### src/rtl/rshm_pkg.sv
// ----------------------------------------------------------------------------
// Range sensor health monitor package
// Shared types and constants for the front part, queue and back part.
// ----------------------------------------------------------------------------
package rshm_pkg;

    typedef enum logic [2:0] {
        REQ_MEAS    = 3'd0,
        REQ_XFAIL   = 3'd1,
        REQ_FAULT   = 3'd2,
        REQ_RECOVER = 3'd3,
        REQ_PAUSE   = 3'd4,
        REQ_QUERY   = 3'd5,
        REQ_RESTART = 3'd6,
        REQ_NONE    = 3'd7
    } req_t;

    localparam logic [2:0] H_STARTING   = 3'd0;
    localparam logic [2:0] H_HEALTHY    = 3'd1;
    localparam logic [2:0] H_DEGRADED   = 3'd2;
    localparam logic [2:0] H_FAULTED    = 3'd3;
    localparam logic [2:0] H_RECOVERING = 3'd4;

    localparam logic [2:0] CFG_MAX_DIST  = 3'd0;
    localparam logic [2:0] CFG_GRACE     = 3'd1;
    localparam logic [2:0] CFG_FRESH_TO  = 3'd2;
    localparam logic [2:0] CFG_FRESH_MIN = 3'd3;
    localparam logic [2:0] CFG_USE_MIN   = 3'd4;
    localparam logic [2:0] CFG_STREAK    = 3'd5;
    localparam logic [2:0] CFG_REC_AGE   = 3'd6;
    localparam logic [2:0] CFG_OUT_AGE   = 3'd7;

    // Classified request travelling from the front part to the back part.
    typedef struct packed {
        req_t        req;
        logic [31:0] now;
        logic [31:0] stamp;
        logic        meas_ok;
        logic [15:0] dist_mm;  // already clamped
        logic [31:0] paused;
    } cmd_t;

    typedef enum logic [2:0] {
        BK_IDLE,
        BK_APPLY,
        BK_FILT,
        BK_DIV,
        BK_DONE
    } bk_state_t;

endpackage

### src/rtl/rshm_front.sv
// ----------------------------------------------------------------------------
// Range sensor health monitor front part
// Accepts requests, clamps distance, checks status and forms a command.
// ----------------------------------------------------------------------------
module rshm_front (
    input  logic               aclk,
    input  logic               aresetn,
    input  logic               s_valid,
    output logic               s_ready,
    input  logic [2:0]         s_req_type,
    input  logic [31:0]        s_now_ms,
    input  logic [31:0]        s_sensor_time_ms,
    input  logic [15:0]        s_meas_status,
    input  logic [31:0]        s_raw_distance_mm,
    input  logic [31:0]        s_paused_ms,
    input  logic [15:0]        max_distance,
    output logic               q_push,
    output rshm_pkg::cmd_t     q_data,
    input  logic               q_full
);
    rshm_pkg::cmd_t cmd_reg;
    logic           cmd_valid_reg;
    logic [15:0]    clamp;

    assign s_ready = !cmd_valid_reg || !q_full;
    assign clamp   = (s_raw_distance_mm > {16'd0, max_distance}) ? max_distance
                     : s_raw_distance_mm[15:0];

    always_ff @(posedge aclk) begin
        if (!aresetn) begin
            cmd_valid_reg <= 1'b0;
        end else if (s_ready) begin
            cmd_valid_reg <= s_valid;
        end
        if (s_valid && s_ready) begin
            cmd_reg.req     <= rshm_pkg::req_t'(s_req_type);
            cmd_reg.now     <= s_now_ms;
            cmd_reg.stamp   <= s_sensor_time_ms;
            cmd_reg.meas_ok <= (s_meas_status == 16'd1) && (s_raw_distance_mm != 32'd0);
            cmd_reg.dist_mm <= clamp;
            cmd_reg.paused  <= s_paused_ms;
        end
    end

    assign q_push = cmd_valid_reg && !q_full;
    assign q_data = cmd_reg;
endmodule

### src/rtl/rshm_queue.sv
// ----------------------------------------------------------------------------
// Range sensor health monitor command queue
// Two-entry queue between the front part and the back part.
// ----------------------------------------------------------------------------
module rshm_queue (
    input  logic           aclk,
    input  logic           aresetn,
    input  logic           push,
    input  rshm_pkg::cmd_t push_data,
    output logic           full,
    input  logic           pop,
    output logic           not_empty,
    output rshm_pkg::cmd_t pop_data
);
    rshm_pkg::cmd_t mem_reg [2];
    logic           wr_reg, rd_reg;
    logic [1:0]     cnt_reg;

    assign full      = (cnt_reg == 2'd2);
    assign not_empty = (cnt_reg != 2'd0);
    assign pop_data  = mem_reg[rd_reg];

    always_ff @(posedge aclk) begin
        if (!aresetn) begin
            wr_reg  <= 1'b0;
            rd_reg  <= 1'b0;
            cnt_reg <= 2'd0;
        end else begin
            if (push) wr_reg <= !wr_reg;
            if (pop)  rd_reg <= !rd_reg;
            cnt_reg <= cnt_reg + {1'b0, push} - {1'b0, pop};
        end
        if (push) mem_reg[wr_reg] <= push_data;
    end
endmodule

### src/rtl/rshm_back.sv
// ----------------------------------------------------------------------------
// Range sensor health monitor back part
// Applies a command to the monitor state, walks the filter, and forms results.
// ----------------------------------------------------------------------------
module rshm_back #(
    parameter int WINDOW_SIZE = 16,
    parameter int FILTER_SIZE = 5
) (
    input  logic           aclk,
    input  logic           aresetn,
    input  logic           q_not_empty,
    input  rshm_pkg::cmd_t q_data,
    output logic           q_pop,
    input  logic [31:0]    grace,
    input  logic [31:0]    fresh_to,
    input  logic [4:0]     fresh_min,
    input  logic [4:0]     use_min,
    input  logic [7:0]     streak_min,
    input  logic [31:0]    rec_age,
    input  logic [31:0]    out_age,
    output logic           m_valid,
    input  logic           m_ready,
    output logic           m_fresh_frame,
    output logic           m_sensor_restarted,
    output logic           m_measurement_ok,
    output logic           m_usable,
    output logic [15:0]    m_filtered_mm,
    output logic [2:0]     m_health_state,
    output logic           m_declare_fault,
    output logic           m_recovery_ok,
    output logic           m_output_ok,
    output logic [6:0]     m_fresh_rate_pct,
    output logic [6:0]     m_usable_rate_pct,
    output logic [7:0]     m_usable_run
);
    localparam int FW = $clog2(WINDOW_SIZE + 1);
    localparam int PW = $clog2(FILTER_SIZE);
    localparam int IW = $clog2(FILTER_SIZE + 1);
    localparam int SW = 16 + IW;
    localparam int DW = 16 + IW;
    localparam int RW = 7 + FW;   // ones * 100 fits here
    // The trimmed sum is divided by FILTER_SIZE-2 through a rounded-up
    // reciprocal; KS extra fraction bits keep the quotient exact for SW bits.
    localparam int TD = FILTER_SIZE - 2;
    localparam int KS = DW + $clog2(TD);
    localparam logic [KS:0] RECIP =
        (KS+1)'(((64'd1 << KS) + 64'(TD) - 64'd1) / 64'(TD));

    rshm_pkg::bk_state_t st_reg, st_next;
    rshm_pkg::cmd_t      c_reg;

    logic [2:0]              health_reg;
    logic [31:0]             start_reg, lfresh_reg, luse_reg, lstamp_reg;
    logic                    hfresh_reg, huse_reg, hstamp_reg, latch_reg, primed_reg;
    logic [WINDOW_SIZE-1:0]  fhist_reg, uhist_reg;
    logic [FW-1:0]           fill_reg;
    logic [7:0]              streak_reg;
    logic [15:0]             fstore_reg [FILTER_SIZE];
    logic [PW-1:0]           fpos_reg;
    logic [15:0]             fval_reg;
    logic                    o_fresh_reg, o_rst_reg, o_ok_reg, o_use_reg;
    logic                    o_valid_reg;

    // filter walk
    logic [IW-1:0]  idx_reg;
    logic [15:0]    mn_reg, mx_reg;
    logic [SW-1:0]  sum_reg;
    // restoring divider for the rates: quotient bits, one per cycle
    logic [DW-1:0]  num_reg, quo_reg;
    logic [DW-1:0]  rem_reg;
    logic [5:0]     dcnt_reg;
    logic [1:0]     dsel_reg;  // 1 fresh rate, 2 usable rate
    logic [RW-1:0]  rnum_u_reg;
    logic [6:0]     fr_reg, ur_reg;

    logic [FW-1:0]   fones, uones;
    logic [DW-1:0]   div_den;
    logic [DW:0]     rem_sh;
    logic [SW-1:0]   trim;
    logic [DW+KS:0]  trim_prod;

    always_comb begin
        fones = '0;
        uones = '0;
        for (int i = 0; i < WINDOW_SIZE; i++) begin
            fones = fones + FW'(fhist_reg[i]);
            uones = uones + FW'(uhist_reg[i]);
        end
    end

    assign div_den   = DW'(fill_reg);
    assign rem_sh    = {rem_reg, num_reg[DW-1]};
    assign trim      = sum_reg - SW'(mn_reg) - SW'(mx_reg);
    assign trim_prod = (DW+KS+1)'(trim) * (DW+KS+1)'(RECIP);

    always_comb begin
        st_next = st_reg;
        case (st_reg)
            rshm_pkg::BK_IDLE:  if (q_not_empty && !o_valid_reg) st_next = rshm_pkg::BK_APPLY;
            rshm_pkg::BK_APPLY: st_next = rshm_pkg::BK_FILT;
            rshm_pkg::BK_FILT:  if (!o_use_reg || idx_reg == IW'(FILTER_SIZE))
                                    st_next = rshm_pkg::BK_DIV;
            rshm_pkg::BK_DIV:   if (dsel_reg == 2'd2 && dcnt_reg == 6'd0)
                                    st_next = rshm_pkg::BK_DONE;
            rshm_pkg::BK_DONE:  st_next = rshm_pkg::BK_IDLE;
            default:            st_next = rshm_pkg::BK_IDLE;
        endcase
    end

    always_comb begin
        q_pop = (st_reg == rshm_pkg::BK_IDLE) && q_not_empty && !o_valid_reg;
    end

    // Apply-stage helpers
    logic        a_fresh, a_rst, a_use;
    logic [31:0] dback;
    always_comb begin
        a_fresh = 1'b0;
        a_rst   = 1'b0;
        dback   = lstamp_reg - c_reg.stamp;
        if (!hstamp_reg) begin
            a_fresh = 1'b1;
        end else if (c_reg.stamp != lstamp_reg) begin
            a_fresh = 1'b1;
            a_rst   = (c_reg.stamp < lstamp_reg) && !dback[31];
        end
        a_use = a_fresh && c_reg.meas_ok;
    end

    logic [31:0] age_use;
    assign age_use = c_reg.now - luse_reg;

    always_ff @(posedge aclk) begin
        if (!aresetn) begin
            st_reg      <= rshm_pkg::BK_IDLE;
            o_valid_reg <= 1'b0;
            health_reg  <= rshm_pkg::H_STARTING;
            start_reg   <= '0;
            lfresh_reg  <= '0;
            luse_reg    <= '0;
            lstamp_reg  <= '0;
            hfresh_reg  <= 1'b0;
            huse_reg    <= 1'b0;
            hstamp_reg  <= 1'b0;
            latch_reg   <= 1'b0;
            primed_reg  <= 1'b0;
            fhist_reg   <= '0;
            uhist_reg   <= '0;
            fill_reg    <= '0;
            streak_reg  <= '0;
            fpos_reg    <= '0;
            fval_reg    <= '0;
            for (int i = 0; i < FILTER_SIZE; i++) fstore_reg[i] <= '0;
        end else begin
            st_reg <= st_next;
            if (o_valid_reg && m_ready) o_valid_reg <= 1'b0;
            case (st_reg)
                rshm_pkg::BK_IDLE: begin
                    if (q_pop) c_reg <= q_data;
                end
                rshm_pkg::BK_APPLY: begin
                    o_fresh_reg <= 1'b0;
                    o_rst_reg   <= 1'b0;
                    o_ok_reg    <= 1'b0;
                    o_use_reg   <= 1'b0;
                    idx_reg     <= '0;
                    sum_reg     <= '0;
                    mn_reg      <= '1;
                    mx_reg      <= '0;
                    case (c_reg.req)
                        rshm_pkg::REQ_MEAS, rshm_pkg::REQ_XFAIL: begin
                            logic                   f, u, rst, lat;
                            logic [WINDOW_SIZE-1:0] fh, uh;
                            logic [FW-1:0]          fl, fo, uo;
                            f   = (c_reg.req == rshm_pkg::REQ_MEAS) && a_fresh;
                            u   = (c_reg.req == rshm_pkg::REQ_MEAS) && a_use;
                            rst = (c_reg.req == rshm_pkg::REQ_MEAS) && a_rst;
                            lat = latch_reg;
                            fh  = rst ? '0 : fhist_reg;
                            uh  = rst ? '0 : uhist_reg;
                            fl  = rst ? '0 : fill_reg;
                            fh  = {fh[WINDOW_SIZE-2:0], f};
                            uh  = {uh[WINDOW_SIZE-2:0], u};
                            if (fl < FW'(WINDOW_SIZE)) fl = fl + FW'(1);
                            fo = '0;
                            uo = '0;
                            for (int i = 0; i < WINDOW_SIZE; i++) begin
                                fo = fo + FW'(fh[i]);
                                uo = uo + FW'(uh[i]);
                            end
                            fhist_reg <= fh;
                            uhist_reg <= uh;
                            fill_reg  <= fl;
                            if (!u) streak_reg <= '0;
                            else if (rst) streak_reg <= 8'd1;
                            else if (streak_reg != 8'hFF) streak_reg <= streak_reg + 8'd1;
                            if (lat)
                                health_reg <= (fh != '0 || uh != '0) ?
                                    rshm_pkg::H_RECOVERING : rshm_pkg::H_FAULTED;
                            else if (fl < FW'(WINDOW_SIZE))
                                health_reg <= rshm_pkg::H_STARTING;
                            else
                                health_reg <= ({{(5-FW+1){1'b0}}, fo} >= {1'b0, fresh_min}
                                    && {{(5-FW+1){1'b0}}, uo} >= {1'b0, use_min}) ?
                                    rshm_pkg::H_HEALTHY : rshm_pkg::H_DEGRADED;
                            if (c_reg.req == rshm_pkg::REQ_MEAS) begin
                                o_fresh_reg <= f;
                                o_rst_reg   <= rst;
                                o_ok_reg    <= c_reg.meas_ok;
                                o_use_reg   <= u;
                                hstamp_reg  <= 1'b1;
                                lstamp_reg  <= c_reg.stamp;
                                if (rst) begin
                                    start_reg  <= c_reg.now;
                                    hfresh_reg <= 1'b0;
                                    huse_reg   <= 1'b0;
                                    fpos_reg   <= '0;
                                    fval_reg   <= '0;
                                    primed_reg <= 1'b0;
                                    for (int i = 0; i < FILTER_SIZE; i++)
                                        fstore_reg[i] <= '0;
                                end
                                if (f) begin
                                    lfresh_reg <= c_reg.now;
                                    hfresh_reg <= 1'b1;
                                end
                                if (u) begin
                                    luse_reg <= c_reg.now;
                                    huse_reg <= 1'b1;
                                    primed_reg <= 1'b1;
                                    if (!primed_reg || rst) begin
                                        for (int i = 0; i < FILTER_SIZE; i++)
                                            fstore_reg[i] <= c_reg.dist_mm;
                                        fpos_reg <= '0;
                                    end else begin
                                        fstore_reg[fpos_reg] <= c_reg.dist_mm;
                                        fpos_reg <= (fpos_reg == PW'(FILTER_SIZE - 1)) ?
                                            '0 : fpos_reg + PW'(1);
                                    end
                                end
                            end
                        end
                        rshm_pkg::REQ_FAULT: begin
                            latch_reg  <= 1'b1;
                            health_reg <= rshm_pkg::H_FAULTED;
                            start_reg  <= c_reg.now;
                            fhist_reg  <= '0;
                            uhist_reg  <= '0;
                            fill_reg   <= '0;
                            streak_reg <= '0;
                            fpos_reg   <= '0;
                            fval_reg   <= '0;
                            primed_reg <= 1'b0;
                            huse_reg   <= 1'b0;
                            for (int i = 0; i < FILTER_SIZE; i++) fstore_reg[i] <= '0;
                        end
                        rshm_pkg::REQ_RECOVER: begin
                            latch_reg  <= 1'b0;
                            health_reg <= rshm_pkg::H_HEALTHY;
                        end
                        rshm_pkg::REQ_PAUSE: begin
                            start_reg <= start_reg + c_reg.paused;
                            if (hfresh_reg) lfresh_reg <= lfresh_reg + c_reg.paused;
                            if (huse_reg)   luse_reg   <= luse_reg + c_reg.paused;
                        end
                        rshm_pkg::REQ_RESTART: begin
                            health_reg <= rshm_pkg::H_STARTING;
                            start_reg  <= c_reg.now;
                            lfresh_reg <= c_reg.now;
                            luse_reg   <= c_reg.now;
                            lstamp_reg <= '0;
                            hfresh_reg <= 1'b0;
                            huse_reg   <= 1'b0;
                            hstamp_reg <= 1'b0;
                            latch_reg  <= 1'b0;
                            fhist_reg  <= '0;
                            uhist_reg  <= '0;
                            fill_reg   <= '0;
                            streak_reg <= '0;
                            fpos_reg   <= '0;
                            fval_reg   <= '0;
                            primed_reg <= 1'b0;
                            for (int i = 0; i < FILTER_SIZE; i++) fstore_reg[i] <= '0;
                        end
                        default: begin
                        end
                    endcase
                end
                rshm_pkg::BK_FILT: begin
                    // One store entry per cycle: running sum, minimum and maximum.
                    if (o_use_reg && idx_reg != IW'(FILTER_SIZE)) begin
                        sum_reg <= sum_reg + SW'(fstore_reg[idx_reg[PW-1:0]]);
                        if (fstore_reg[idx_reg[PW-1:0]] < mn_reg)
                            mn_reg <= fstore_reg[idx_reg[PW-1:0]];
                        if (fstore_reg[idx_reg[PW-1:0]] > mx_reg)
                            mx_reg <= fstore_reg[idx_reg[PW-1:0]];
                        idx_reg <= idx_reg + IW'(1);
                    end else begin
                        if (o_use_reg) fval_reg <= trim_prod[KS +: 16];
                        rem_reg    <= '0;
                        quo_reg    <= '0;
                        dcnt_reg   <= 6'(DW);
                        dsel_reg   <= 2'd1;
                        num_reg    <= DW'(RW'(fones) * RW'(100));
                        rnum_u_reg <= RW'(uones) * RW'(100);
                    end
                end
                rshm_pkg::BK_DIV: begin
                    if (dcnt_reg != 6'd0) begin
                        if (rem_sh >= {1'b0, div_den}) begin
                            rem_reg <= DW'(rem_sh - {1'b0, div_den});
                            quo_reg <= {quo_reg[DW-2:0], 1'b1};
                        end else begin
                            rem_reg <= rem_sh[DW-1:0];
                            quo_reg <= {quo_reg[DW-2:0], 1'b0};
                        end
                        num_reg  <= {num_reg[DW-2:0], 1'b0};
                        dcnt_reg <= dcnt_reg - 6'd1;
                    end else begin
                        logic [6:0] r;
                        r = (fill_reg == '0) ? 7'd0 :
                            (quo_reg > DW'(100)) ? 7'd100 : quo_reg[6:0];
                        case (dsel_reg)
                            2'd1:    fr_reg <= r;
                            default: ur_reg <= r;
                        endcase
                        rem_reg  <= '0;
                        quo_reg  <= '0;
                        dcnt_reg <= 6'(DW);
                        num_reg  <= DW'(rnum_u_reg);
                        dsel_reg <= dsel_reg + 2'd1;
                    end
                end
                rshm_pkg::BK_DONE: begin
                    o_valid_reg      <= 1'b1;
                    m_declare_fault  <= latch_reg ? 1'b0 :
                        (!hfresh_reg ? ((c_reg.now - start_reg) >= grace)
                                     : ((c_reg.now - lfresh_reg) >= fresh_to));
                    m_recovery_ok    <= latch_reg && (fill_reg >= FW'(WINDOW_SIZE)) &&
                        huse_reg && ({{(5-FW+1){1'b0}}, fones} >= {1'b0, fresh_min}) &&
                        ({{(5-FW+1){1'b0}}, uones} >= {1'b0, use_min}) &&
                        (streak_reg >= streak_min) && (age_use <= rec_age);
                    m_output_ok      <= !latch_reg && primed_reg && huse_reg &&
                        (age_use <= out_age);
                end
                default: begin
                end
            endcase
        end
    end

    assign m_valid            = o_valid_reg;
    assign m_fresh_frame      = o_fresh_reg;
    assign m_sensor_restarted = o_rst_reg;
    assign m_measurement_ok   = o_ok_reg;
    assign m_usable           = o_use_reg;
    assign m_filtered_mm      = fval_reg;
    assign m_health_state     = health_reg;
    assign m_fresh_rate_pct   = fr_reg;
    assign m_usable_rate_pct  = ur_reg;
    assign m_usable_run       = streak_reg;
endmodule

### src/rtl/range_sensor_health_monitor_unit.sv
// ----------------------------------------------------------------------------
// Range sensor health monitor unit
// Tracks sensor freshness, usable samples, a trimmed-mean filter and health.
// ----------------------------------------------------------------------------
//  Channel  Prefix  Direction  Moves
//  input    s_      in         one event request per handshake
//  result   m_      out        one result request per event
//  config   cfg_    in         register index and write data
//
// From taking a request off the queue to a valid result, the back part takes
// it, applies it, walks the filter store and forms the mean by reciprocal
// multiplication (the walk and the mean are skipped when the sample is not
// usable), runs two restoring divider passes for the rates, and posts the
// result. The next request is taken the cycle after the result is accepted;
// on an idle unit a request first passes the front register and the queue.
// Reset is synchronous and active low; registers return to their defaults.
// The front part keeps accepting requests into a two-entry queue, until it
// is full, while the back part works or while a result waits for m_ready.
module range_sensor_health_monitor_unit #(
    parameter int WINDOW_SIZE = 16,
    parameter int FILTER_SIZE = 5
) (
    input  logic        aclk,
    input  logic        aresetn,
    input  logic        s_valid,
    output logic        s_ready,
    input  logic [2:0]  s_req_type,
    input  logic [31:0] s_now_ms,
    input  logic [31:0] s_sensor_time_ms,
    input  logic [15:0] s_meas_status,
    input  logic [31:0] s_raw_distance_mm,
    input  logic [31:0] s_paused_ms,
    input  logic        cfg_valid,
    output logic        cfg_ready,
    input  logic [2:0]  cfg_index,
    input  logic [31:0] cfg_data,
    output logic        m_valid,
    input  logic        m_ready,
    output logic        m_fresh_frame,
    output logic        m_sensor_restarted,
    output logic        m_measurement_ok,
    output logic        m_usable,
    output logic [15:0] m_filtered_mm,
    output logic [2:0]  m_health_state,
    output logic        m_declare_fault,
    output logic        m_recovery_ok,
    output logic        m_output_ok,
    output logic [6:0]  m_fresh_rate_pct,
    output logic [6:0]  m_usable_rate_pct,
    output logic [7:0]  m_usable_run
);
    logic [15:0] max_dist_reg;
    logic [31:0] grace_reg, fresh_to_reg, rec_age_reg, out_age_reg;
    logic [4:0]  fresh_min_reg, use_min_reg;
    logic [7:0]  streak_min_reg;

    logic           q_push, q_full, q_pop, q_ne;
    rshm_pkg::cmd_t q_in, q_out;

    // Configuration writes are always taken.
    assign cfg_ready = 1'b1;

    always_ff @(posedge aclk) begin
        if (!aresetn) begin
            max_dist_reg   <= 16'd4000;
            grace_reg      <= 32'd1000;
            fresh_to_reg   <= 32'd500;
            fresh_min_reg  <= 5'd12;
            use_min_reg    <= 5'd10;
            streak_min_reg <= 8'd5;
            rec_age_reg    <= 32'd200;
            out_age_reg    <= 32'd200;
        end else if (cfg_valid) begin
            case (cfg_index)
                rshm_pkg::CFG_MAX_DIST:  max_dist_reg   <= cfg_data[15:0];
                rshm_pkg::CFG_GRACE:     grace_reg      <= cfg_data;
                rshm_pkg::CFG_FRESH_TO:  fresh_to_reg   <= cfg_data;
                rshm_pkg::CFG_FRESH_MIN: fresh_min_reg  <= cfg_data[4:0];
                rshm_pkg::CFG_USE_MIN:   use_min_reg    <= cfg_data[4:0];
                rshm_pkg::CFG_STREAK:    streak_min_reg <= cfg_data[7:0];
                rshm_pkg::CFG_REC_AGE:   rec_age_reg    <= cfg_data;
                rshm_pkg::CFG_OUT_AGE:   out_age_reg    <= cfg_data;
                default: begin
                end
            endcase
        end
    end

    rshm_front u_front (
        .aclk, .aresetn, .s_valid, .s_ready, .s_req_type, .s_now_ms,
        .s_sensor_time_ms, .s_meas_status, .s_raw_distance_mm, .s_paused_ms,
        .max_distance(max_dist_reg), .q_push, .q_data(q_in), .q_full
    );

    rshm_queue u_queue (
        .aclk, .aresetn, .push(q_push), .push_data(q_in), .full(q_full),
        .pop(q_pop), .not_empty(q_ne), .pop_data(q_out)
    );

    rshm_back #(.WINDOW_SIZE(WINDOW_SIZE), .FILTER_SIZE(FILTER_SIZE)) u_back (
        .aclk, .aresetn, .q_not_empty(q_ne), .q_data(q_out), .q_pop,
        .grace(grace_reg), .fresh_to(fresh_to_reg), .fresh_min(fresh_min_reg),
        .use_min(use_min_reg), .streak_min(streak_min_reg), .rec_age(rec_age_reg),
        .out_age(out_age_reg), .m_valid, .m_ready, .m_fresh_frame, .m_sensor_restarted,
        .m_measurement_ok, .m_usable, .m_filtered_mm, .m_health_state, .m_declare_fault,
        .m_recovery_ok, .m_output_ok, .m_fresh_rate_pct, .m_usable_rate_pct, .m_usable_run
    );

`ifndef SYNTHESIS
    // The queue is never pushed when full.
    a_no_overflow: assert property (@(posedge aclk) disable iff (!aresetn)
        q_full |-> !q_push) else $error("queue overflow");
    // A held result is not replaced before it is taken.
    a_result_hold: assert property (@(posedge aclk) disable iff (!aresetn)
        m_valid && !m_ready |=> m_valid) else $error("result dropped");
    // Rates never exceed one hundred percent.
    a_rate_cap: assert property (@(posedge aclk) disable iff (!aresetn)
        m_valid |-> (m_fresh_rate_pct <= 7'd100 && m_usable_rate_pct <= 7'd100))
        else $error("rate above limit");
`endif
endmodule
### config.mk
export PLATFORM = sky130hd
export DESIGN_NAME = range_sensor_health_monitor_unit
export DESIGN_NICKNAME = d
export VERILOG_FILES = /design/src/rtl/rshm_pkg.sv /design/src/rtl/rshm_front.sv /design/src/rtl/rshm_queue.sv /design/src/rtl/rshm_back.sv /design/src/rtl/range_sensor_health_monitor_unit.sv
export SDC_FILE = /design/constraint.sdc
export NUM_CORES = 2
export LEC_CHECK = 0
export BUFFER_PORTS_ARGS = -buffer_cell sky130_fd_sc_hd__buf_2
export CAP_MARGIN = 20
export CORE_MARGIN = 2
export CORE_UTILIZATION = 44
export CTS_BUF_LIST = sky130_fd_sc_hd__clkbuf_8
export DETAILED_ROUTE_END_ITERATION = 8
export SLEW_MARGIN = 20
export SYNTH_ARGS = -nofsm -noshare
export SYNTH_HDL_FRONTEND = slang
export SYNTH_SLANG_ARGS = --single-unit
### constraint.sdc
create_clock -name aclk -period 9.1 [get_ports aclk]
set_input_delay 0.91 -clock aclk [delete_from_list [all_inputs] [get_ports aclk]]
set_output_delay 0.91 -clock aclk [all_outputs]
set_load 0.01 [all_outputs]
==> impl_results.md <==
* Status: complete, no violations
* Synth Instances at 6177
* Final Max Tran Viols at 0
* Initial Utilization at 0.4422
* Largest net degree at the start of global routing at 94
* Number of synthesized flops with an enable pin at 740
* DR iter-0 viols at 2502
* CORE AREA at 147500 µm²
* Fin util at 0.4909
* Clock latency on the worst-skew pair at 0.95 ns
* Final Hold Vio Count at 0
* Part of the Yosys area used for sequential elements at 0.4552
* Post-Route Setup TNS at 0 ns
* All-Layer GR Usage at 0.2114
* Slowest CP cell: fa_1
* WL/cell at 18.87 µm
* CP endpoint kind: flip-flop
* DRC at 0
* Fmax at 115.1 MHz
* Root cell of the clock tree: clkbuf_8
* H-Tree Depth at 4
* CP max FO at 4
* Worst endpoint required time at 9.95 ns
* CTS tree: done
* Top cells by count, synth: edfxtp_1 (740), inv_1 (692), ha_1 (654)
* Cts hold-fix bufs at 0
* Worst Hold Class: in2reg
* GRT overflow at 0
* Ports at 238
* Max-Slew Margin vs Limit at 0.2887
* Fin crit share at 0.9549
* Met2 Use GR at 0.3534
* Met3 usage at 0.05019
* Synth warnings at 0
* Arr. time, crit path at 9.54 ns
* Avg Vias per Cell at 5.367
* Total CTS buffers at 191
* CP Launch Type: flip-flop
* Fillers at 13.52k
* Top cells by area, synth: edfxtp_1 (34%), ha_1 (13%), dfxtp_1 (11%), fa_1 (5.2%), inv_1 (4.0%)
* Clock Path Buffers at 3
* Die X at 389.0 µm
* Max FFs per register at 232
* DRT Pass-1 Iters at 6
* Vias in the first global route at 46.17k
* Yosys reg bits at 1113
* DR vias at 45.99k
* Synthesized area at 65220 µm²
* Most common cell in the netlist: edfxtp_1
* Fin crit period at 8.689 ns
* HPWL after detailed placement at 119800 µm
* Max_cap viols at 0
* Mean area per synthesized cell at 10.56 µm²
* Share of the synthesized area in the top cell type at 0.3407
* Global routing's busiest layer: met2
* Crit path largest cell delay at 0.57 ns
* Final Skew at 0.05323 ns
* Nets at 7472
* Rows at 141
* Routed WL at 161700 µm
* Clock sinks at 1113
* Met1 global-route usage at 0.2731
* Die H at 389.0 µm
* ANT nets after route at 0
* Critical path class: reg2reg
* Area Overhead vs Synth at 11.02%
* Die area at 151300 µm²
* Endpoints failing setup at 0
* First-pass GRT wire length at 252100 µm
* Post-synthesis async set-or-reset flop share at 0
* Syn_nets at 7186
* Placer Congestion at 0.9118
* Initial antenna violation count at 41
* Layout cells sized above 1 at 0.1189
* Worst-margin pin slew at 1.064 ns
* Worst hold slack at 0.1354 ns
* CTS clk-pin slew, worst paths at 0.06 ns
* PortBufs at 236
* Distinct cells, synth at 92
* Most common flop cell mapped by yosys: edfxtp_1
* Area leader, netlist: edfxtp_1
==> cells in the final DEF, fill, tap and decap left out, types with 71 or more instances in the layout <==
cell      Yosys  layout
ha_1        654     653
mux2_2      135     135
nand2_1     546     546
a31oi_1      77      72
nor3_1       91      85
a21o_1      145     145
a21oi_1     410     408
nor2b_1      85      85
and2_1      109     108
buf_2         5     235
xnor2_1     164     163
fa_1        168     167
xor2_1       74      74
nand3_1      76      76
dfxtp_1     373     371
o21a_1       71      71
nor2_1      417     408
o21ai_0     209     204
inv_1       692     750
edfxtp_1    740     740
clkbuf_8      0     195
==> per-stage QoR <==
| stage | worst slack, ns | instance area, µm² | std cells |
|---|---|---|---|
| floorplan | 0.7656 | 65220 | 6177 |
| global placement | 0.2418 | 68590 | 8194 |
| detailed placement | 0.1109 | 68610 | 8195 |
| CTS | 0.08061 | 72260 | 8551 |
| global route | -0.03035 | 72380 | 8560 |
| finish | 0.4106 | 72410 | 8570 |
==> final timing paths <==
| kind | startpoint | to | slack (ns) | cells after the start |
|---|---|---|---|---|
| max | u_back.mn_reg[0] | u_back.m_filtered_mm[5] | 0.41 | 37 |
| min | s_now_ms[25] | u_front.q_data[106] | 0.14 | 1 |
| max reg2reg | u_back.mn_reg[0] | u_back.m_filtered_mm[5] | 0.41 | 37 |
| min reg2reg | u_front.q_data[44] | u_queue.mem_reg[0][44] | 0.44 | 0 |
==> cell type report <==
class	instances	area (µm²)	share of cell area
flip-flops and latches	1113	29690	0.4101
diodes	14	35.03	0.0004838
inverters	693	2609	0.03603
well taps	1930	2415	0.03335
multi-input cells	4171	32360	0.4469
clock buffers	195	2684	0.03707
repair buffers	293	1638	0.02262
clock inverters	161	972.2	0.01343
==> repair_timing <==
action | 4_1_cts | 5_1_grt
resized for setup | 0 | 21
endpoints found under the setup margin | 0 | 11
hold endpoints to repair | 0 | 0
buffers inserted | 0 | 2
==> per-layer routing <==
layer	up-vias	wire length, µm
li1	22570	-
met1	22020	71640
met2	1097	75580
met3	272	10690
met4	34	3589
met5	-	221
==> logic make-up after synthesis <==
logic type / share of synthesized area
flip-flops: 0.4552
other: 0.00005750
adder cells (fa/ha/maj): 0.1770
multiplexers: 0.03896
buffers and inverters: 0.05178
AND/OR/NAND/NOR: 0.1168
AO/OA/AOI/OAI: 0.1282
XOR/XNOR: 0.03196
==> worst max-delay path, delay by kind of cell (launching register included) <==
family	cells	cell delay (ns)
AO/OA/AOI/OAI	17	3.15
XOR/XNOR	1	0.13
adder cells (fa/ha/maj)	9	3.90
buffers and inverters	7	0.52
flip-flops	1	0.36
AND/OR/NAND/NOR	3	0.58
Power is not shown: default switching activity piles up to over one toggle a cycle in this logic, so the estimate is an artifact.
